[config.mk]
export PLATFORM = sky130hd
export DESIGN_NAME = pulse_train_generator
export DESIGN_NICKNAME = d
export VERILOG_FILES = /design/src/sv/ptg_pkg.sv /design/src/sv/ptg_step.sv /design/src/sv/pulse_train_generator.sv
export SDC_FILE = /design/constraint.sdc
export NUM_CORES = 1
export LEC_CHECK = 0
export ABC_AREA = 1
export BUFFER_PORTS_ARGS = -buffer_cell sky130_fd_sc_hd__buf_2
export CORE_MARGIN = 2
export CORE_UTILIZATION = 60
export CTS_CLUSTER_DIAMETER = 100
export DETAILED_ROUTE_END_ITERATION = 12
export GPL_TIMING_DRIVEN = 0
export PLACE_DENSITY = 0.87
export SLEW_MARGIN = 10
export SYNTH_ARGS = -nofsm -noshare
export SYNTH_HDL_FRONTEND = slang
export SYNTH_SLANG_ARGS = --single-unit
[constraint.sdc]
create_clock -name i_clk -period 6.7 [get_ports i_clk]
set_input_delay 1.34 -clock i_clk [delete_from_list [all_inputs] [get_ports i_clk]]
set_output_delay 1.34 -clock i_clk [all_outputs]
set_load 0.01 [all_outputs]
[src/sv/ptg_pkg.sv]
package ptg_pkg;

    localparam int DELAY_W   = 24;
    localparam int HIGH_W    = 24;
    localparam int COUNT_W   = 16;
    localparam int PEND_W    = 8;
    localparam int TASK_W    = 8;
    localparam int REQ_W     = 2;
    localparam int CFG_IDX_W = 2;
    localparam int CFG_DATA_W = 24;

    localparam int PENDING_LIMIT = 256;
    localparam logic [PEND_W:0] EFF_LIMIT =
        (PENDING_LIMIT > 255) ? (PEND_W+1)'(255) : (PEND_W+1)'(PENDING_LIMIT);

    localparam logic [REQ_W-1:0] REQ_TICK    = 2'd0;
    localparam logic [REQ_W-1:0] REQ_TRIGGER = 2'd1;
    localparam logic [REQ_W-1:0] REQ_STOP    = 2'd2;

    localparam logic [CFG_IDX_W-1:0] CFG_DELAY = 2'd0;
    localparam logic [CFG_IDX_W-1:0] CFG_HIGH  = 2'd1;
    localparam logic [CFG_IDX_W-1:0] CFG_COUNT = 2'd2;

    typedef enum logic [1:0] {
        PH_IDLE,
        PH_LEAD,
        PH_HIGH,
        PH_LOW
    } t_phase;

    typedef enum logic [1:0] {
        KIND_SINGLE,
        KIND_TRAIN,
        KIND_INF
    } t_kind;

    typedef struct packed {
        logic [DELAY_W-1:0] delay_ticks;
        logic [HIGH_W-1:0]  high_ticks;
        logic [COUNT_W-1:0] pulse_count;
    } t_cfg;

    typedef struct packed {
        t_phase              phase;
        logic [DELAY_W-1:0]  ticks_left;
        logic [COUNT_W-1:0]  pulses_left;
        logic [PEND_W-1:0]   pending;
        logic                infinite_run;
        logic                level;
        t_kind               kind;
    } t_state;

    typedef struct packed {
        logic              level;
        logic              task_done;
        logic              accepted;
        logic [PEND_W-1:0] pending;
        logic              busy;
    } t_result;

    function automatic t_state enter_high(t_state s, t_cfg c);
        t_state r;
        r = s;
        r.phase      = PH_HIGH;
        r.ticks_left = (c.high_ticks == '0) ? DELAY_W'(1) : c.high_ticks;
        r.level      = 1'b1;
        return r;
    endfunction

    function automatic t_state go_idle(t_state s);
        t_state r;
        r = s;
        r.phase       = PH_IDLE;
        r.ticks_left  = '0;
        r.pulses_left = '0;
        r.level       = 1'b0;
        return r;
    endfunction

    function automatic t_state start_next(t_state s, t_cfg c);
        t_state r;
        r = s;
        if (s.pending != '0) begin
            if (c.pulse_count <= COUNT_W'(1)) begin
                r.kind        = KIND_SINGLE;
                r.pulses_left = '0;
                if (c.delay_ticks != '0) begin
                    r.phase      = PH_LEAD;
                    r.ticks_left = c.delay_ticks;
                    r.level      = 1'b0;
                end else begin
                    r = enter_high(r, c);
                end
            end else begin
                r.kind        = KIND_TRAIN;
                r.pulses_left = c.pulse_count;
                r = enter_high(r, c);
            end
        end else if (s.infinite_run) begin
            r.kind        = KIND_INF;
            r.pulses_left = '0;
            r = enter_high(r, c);
        end else begin
            r = go_idle(r);
        end
        return r;
    endfunction

endpackage

[src/sv/ptg_step.sv]
module ptg_step (
    input  ptg_pkg::t_state                  i_state,
    input  ptg_pkg::t_cfg                    i_cfg,
    input  logic [ptg_pkg::REQ_W-1:0]        i_req,
    input  logic [ptg_pkg::TASK_W-1:0]       i_cnt,
    output ptg_pkg::t_state                  o_state,
    output ptg_pkg::t_result                 o_result
);
    import ptg_pkg::*;

    t_state                s;
    logic                  done;
    logic                  acc;
    logic [DELAY_W-1:0]    left_dec;
    logic [PEND_W:0]       pend_sum;

    assign left_dec = (i_state.ticks_left != '0) ? i_state.ticks_left - DELAY_W'(1) : '0;
    assign pend_sum = {1'b0, i_state.pending} + {1'b0, i_cnt};

    always_comb begin
        s    = i_state;
        done = 1'b0;
        acc  = 1'b0;
        case (i_req)
            REQ_TICK: begin
                if (i_state.phase != PH_IDLE) begin
                    s.ticks_left = left_dec;
                    if (left_dec == '0) begin
                        if (i_state.phase == PH_LEAD) begin
                            s = enter_high(s, i_cfg);
                        end else if (i_state.phase == PH_HIGH && i_state.kind != KIND_SINGLE
                                     && i_cfg.delay_ticks != '0) begin
                            s.phase      = PH_LOW;
                            s.ticks_left = i_cfg.delay_ticks;
                            s.level      = 1'b0;
                        end else if (i_state.kind == KIND_TRAIN
                                     && i_state.pulses_left > COUNT_W'(1)) begin
                            s.pulses_left = i_state.pulses_left - COUNT_W'(1);
                            s = enter_high(s, i_cfg);
                        end else begin
                            done = 1'b1;
                            if (i_state.kind != KIND_INF && i_state.pending != '0) begin
                                s.pending = i_state.pending - PEND_W'(1);
                            end
                            s = go_idle(s);
                            s = start_next(s, i_cfg);
                        end
                    end
                end
            end
            REQ_TRIGGER: begin
                if (i_cfg.pulse_count == '0) begin
                    s.infinite_run = 1'b1;
                    acc = 1'b1;
                end else if (pend_sum <= EFF_LIMIT) begin
                    s.pending = pend_sum[PEND_W-1:0];
                    acc = 1'b1;
                end
                if (acc && i_state.phase == PH_IDLE) begin
                    s = start_next(s, i_cfg);
                end
            end
            REQ_STOP: begin
                s.infinite_run = 1'b0;
            end
            default: begin
                s = i_state;
            end
        endcase
    end

    assign o_state            = s;
    assign o_result.level     = s.level;
    assign o_result.task_done = done;
    assign o_result.accepted  = acc;
    assign o_result.pending   = s.pending;
    assign o_result.busy      = (s.phase != PH_IDLE);

endmodule

[src/sv/pulse_train_generator.sv]
// Channel   Direction  Payload
// s_axis    in         tuser: req_type; tdata: task_count
// m_axis    out        tdata: level, task_done, accepted, pending, busy_res
// cfg       in         plain write: delay_ticks, high_ticks, pulse_count
//
// One transaction per cycle unless m_axis stalls; via input, then result register.
// The state update for each transaction is one pass of logic from the input
// register into the state and result registers.
// Synchronous active-low reset: state idle, valid flags clear, cfg at defaults.
// A stalled m_axis holds its result; s_axis keeps accepting into the input
// register until that register is also full.
module pulse_train_generator (
    input  logic                                i_clk,
    input  logic                                i_rst_n,
    input  logic                                s_axis_tvalid,
    output logic                                s_axis_tready,
    input  logic [7:0]                          s_axis_tdata,  // [7:0] task_count
    input  logic [1:0]                          s_axis_tuser,  // [1:0] req_type
    output logic                                m_axis_tvalid,
    input  logic                                m_axis_tready,
    // [0] level, [1] task_done, [2] accepted, [10:3] pending, [11] busy_res
    output logic [15:0]                         m_axis_tdata,
    input  logic                                i_cfg_we,
    input  logic [ptg_pkg::CFG_IDX_W-1:0]       i_cfg_idx,
    input  logic [ptg_pkg::CFG_DATA_W-1:0]      i_cfg_data
);
    import ptg_pkg::*;

    t_cfg               r_cfg;
    t_state             r_state;
    t_state             n_state;
    t_result            n_result;
    t_result            r_result;
    logic               r_in_valid;
    logic [REQ_W-1:0]   r_in_req;
    logic [TASK_W-1:0]  r_in_cnt;
    logic               r_out_valid;
    logic               advance;

    assign advance       = r_in_valid && (!r_out_valid || m_axis_tready);
    assign s_axis_tready = !r_in_valid || advance;

    ptg_step u_step (
        .i_state  (r_state),
        .i_cfg    (r_cfg),
        .i_req    (r_in_req),
        .i_cnt    (r_in_cnt),
        .o_state  (n_state),
        .o_result (n_result)
    );

    always_ff @(posedge i_clk) begin
        if (!i_rst_n) begin
            r_cfg.delay_ticks <= '0;
            r_cfg.high_ticks  <= HIGH_W'(1);
            r_cfg.pulse_count <= COUNT_W'(1);
        end else if (i_cfg_we) begin
            case (i_cfg_idx)
                CFG_DELAY: r_cfg.delay_ticks <= i_cfg_data[DELAY_W-1:0];
                CFG_HIGH:  r_cfg.high_ticks  <= i_cfg_data[HIGH_W-1:0];
                CFG_COUNT: r_cfg.pulse_count <= i_cfg_data[COUNT_W-1:0];
                default: begin
                    r_cfg <= r_cfg;
                end
            endcase
        end
    end

    always_ff @(posedge i_clk) begin
        if (!i_rst_n) begin
            r_state.phase        <= PH_IDLE;
            r_state.ticks_left   <= '0;
            r_state.pulses_left  <= '0;
            r_state.pending      <= '0;
            r_state.infinite_run <= 1'b0;
            r_state.level        <= 1'b0;
            r_state.kind         <= KIND_SINGLE;
            r_in_valid           <= 1'b0;
            r_out_valid          <= 1'b0;
        end else begin
            if (advance) begin
                r_state <= n_state;
            end
            if (s_axis_tready) begin
                r_in_valid <= s_axis_tvalid;
            end
            if (advance) begin
                r_out_valid <= 1'b1;
            end else if (m_axis_tready) begin
                r_out_valid <= 1'b0;
            end
        end
    end

    always_ff @(posedge i_clk) begin
        if (s_axis_tvalid && s_axis_tready) begin
            r_in_req <= s_axis_tuser;
            r_in_cnt <= s_axis_tdata;
        end
        if (advance) begin
            r_result <= n_result;
        end
    end

    assign m_axis_tvalid = r_out_valid;
    assign m_axis_tdata  = {4'b0, r_result.busy, r_result.pending, r_result.accepted,
                            r_result.task_done, r_result.level};

    a_idle_low: assert property (@(posedge i_clk) disable iff (!i_rst_n)
        r_state.phase == PH_IDLE |-> !r_state.level)
        else $error("level high while idle");

    a_pend_limit: assert property (@(posedge i_clk) disable iff (!i_rst_n)
        {1'b0, r_state.pending} <= EFF_LIMIT)
        else $error("pending count above limit");

    a_in_hold: assert property (@(posedge i_clk) disable iff (!i_rst_n)
        r_in_valid && !advance |=> r_in_valid && $stable(r_state))
        else $error("input item lost or state moved while stalled");

    a_result_consistent: assert property (@(posedge i_clk) disable iff (!i_rst_n)
        r_out_valid |-> !(r_result.level && !r_result.busy))
        else $error("result level high without busy");

endmodule
==> impl_metrics.yaml <==
synth:
  ys_seq_area_share_pct: 28.6
  yosys-top-cells-count: "nand2_1, inv_1, a21oi_1"
  ys_types: 48
  ys.flop_type: "dfxtp_1"
  synthTopCellsByArea: "dfxtp_1, nand2_1, inv_1"
  yosys_warnings: 0
  syn_inst: 1793
  synth_top_area_share_pct: 22.5
  syn_area_um2: 10700
  async_flop_share_pct: 0
  yosysMostFrequentCell: "nand2_1"
  synth-edff-count: 22
  synth_top_cell_by_area: "dfxtp_1"
  avgSynthCellArea_um2: 5.97
  ys_ff_latch: 142
global_routing:
  grt_pass1_vias: 10600
  grt_pass1_wl_um: 53600
  grt_start_max_net_pins: 22
  antenna_found_initial: 1
  grt_overflow_total: 0
  grt_use_total_pct: 36.5
critical_path:
  slowest_delay_ns: 0.48
  path_cells: "inv_1 -> clkbuf_1 -> ha_1 -> nand3_1 -> inv_1 -> nand2_1 -> nand2_2 -> nand2_1 -> nand2_1 -> nand2_1 -> nor2_1 -> nand3_1 -> clkbuf_1 -> nand2_1 -> nand2_1 -> nand4_1 -> nand4_1 -> or2_1"
  start_kind: "flop"
  crit_type: "reg -> reg"
  cp_data_arrival_time_ns: 4.11
  critPathBufInv: 4
  crit_family: "simple AND/OR/NAND/NOR gates"
  cp_max_fo: 10
  required_ns: 6.88
  crit_slowest_cell: "clkbuf_1"
  cp_common_cell: "nand2_1"
  end_kind: "flop"
timing:
  tightest_slew_ns: 1.02
  fin_setup_tns_ns: 0
  slew_headroom_pct: 31.8
  setup_viol: 0
  fmax_mhz: 255
  finalMaxSlewViolations: 0
  period_minus_slack_ns: 3.93
  hold_violations: 0
  skew_ns: 0.00972
  period_share_pct: 58.6
  grt_setup_unrepaired: "no"
power_and_ir_drop:
  vdd_ir_drop_max_mv: 0.267
  finalPower_mw: 2.83
  power.density_nw_per_um2: 239
  p_leak_nw: 5.74
finish:
  fin_nets: 1926
  seq_area_um2: 3060
  area_growth_pct: 10.8
  drive_gt1_share_pct: 9.36
  final_util_pct: 68.3
  nFillCells: 1632
  n_antenna_cell: 0
  multi_input_area_um2: 6240
  finalNonFillerCells: 2106
routing:
  drt-met1-wl_um: 14300
  dr.pass1.iters: 7
  drt-initial-drc-count: 1780
  top_layer: "met4"
  wl_um: 34200
  dr_wl_met3_um: 4070
  vias: 12000
  wl_met2_um: 14600
  ant_nets: 0
  route.detailed.drc: 0
  wl_per_cell_um: 16.2
  via_per_inst: 5.71
die:
  fp.coreArea_um2: 17400
  ioPinCount: 59
  dieArea_um2: 18900
  start_util_pct: 61.6
  rows: 48
  die_w_um: 138
  die_height_um: 138
placement:
  hpwlAfterDp_um: 26000
  io_buffers: 53
  dp_cells: 2074
  place_congestion: 1.03
clock_network:
  postCtsSetupRepairBufs: 0
  ctsHtreeMaxLevel: 4
  clk_pin_slew_ns: 0.07
  clockBufferDepth: 2
  numCtsBuffers: 17
  root_buffer: "clkbuf_16"
  cts_resized: 0
  cts_tree: "yes"
  hold_buffers: 0
  clkLatencyLatePin_ns: 0.45
  clock_sinks: 142
hold_path:
  hp-class: "reg -> reg"
run_status:
  outcome: "completed"
job:
  max_cap_violations: 0
-- flip-flops by register name, summed over array words and instances, names as in the netlist --
register / cells
m_axis_tdata: 12
m_axis_tvalid: 1
r_cfg: 64
r_in_cnt: 8
r_in_req: 2
r_in_valid: 1
r_state: 54
-- kinds of logic (layout without fill, tap and decap cells) --
logic type	after synthesis	count (layout)	share of synthesized area [%]
compound gates	367	367	17.9
flops	142	142	28.6
other cells	1	4	0.0351
fa+ha+maj	17	17	2.06
simple gates	907	907	37.5
xor+xnor	10	10	0.819
buf+inv	349	434	13.1
-- final timing paths --
kind	cells past startpoint	from	to	slack, ns
max	18	r_state[4]	m_axis_tdata[11]	2.77
min	2	r_cfg[10]	r_cfg[10]	0.50
max reg2reg	18	r_state[4]	m_axis_tdata[11]	2.77
min reg2reg	2	r_cfg[10]	r_cfg[10]	0.50
-- worst reg2reg max path, stage by stage, from the launching register on --
cell and delay, ns:
dfxtp_1 0.36, inv_1 0.13, clkbuf_1 0.48, ha_1 0.38, nand3_1 0.13, inv_1 0.07, nand2_1 0.09, nand2_2 0.16
nand2_1 0.07, nand2_1 0.15, nand2_1 0.07, nor2_1 0.16, nand3_1 0.26, clkbuf_1 0.48, nand2_1 0.16, nand2_1 0.07
nand4_1 0.10, nand4_1 0.11, or2_1 0.26
-- layout make-up --
type,instances,share of cell area (%)
Timing Repair Buffer,53,2.24
Multi-Input combinational cell,1305,52.7
Clock buffer,17,3.59
Clock inverter,15,1.46
Sequential cell,142,25.8
Buffer,80,3.26
Inverter,269,8.56
Tap cell,225,2.37
-- per-stage QoR --
step                      hold WS, ns  instance area [µm²]  setup slack (ns)
after floorplan                 0.449                10700              3.84
after global placement          0.476                11300              2.97
after detailed placement        0.484                11300              2.96
after CTS                       0.493                11900              2.96
after global routing            0.527                11900              2.55
final                           0.502                11900              2.77
-- metal layers --
metal | vias to the layer above | global-route usage [%]
met5 | - | 0
met4 | 0 | 13.5
met3 | 115 | 8.76
met2 | 690 | 55.3
met1 | 5316 | 50.4
li1 | 5896 | -
-- report_power, final --
| group | switching [mW] | internal [mW] | total (mW) |
|---|---|---|---|
| Combinational | 0.616 | 0.277 | 0.893 |
| Clock | 0.442 | 0.530 | 0.972 |
| Sequential | 0.0461 | 0.916 | 0.962 |
-- layout by cell type, fill, tap and decap left out, types with 17 or more instances in the layout --
cell type / instances
a21oi_1: 175
buf_2: 62
clkbuf_1: 56
clkbuf_16: 17
dfxtp_1: 120
edfxtp_1: 22
inv_1: 249
nand2_1: 489
nand3_1: 123
nand4_1: 38
nor2_1: 170
nor3_1: 27
o21ai_0: 159
(Power assumes the default switching activity.)
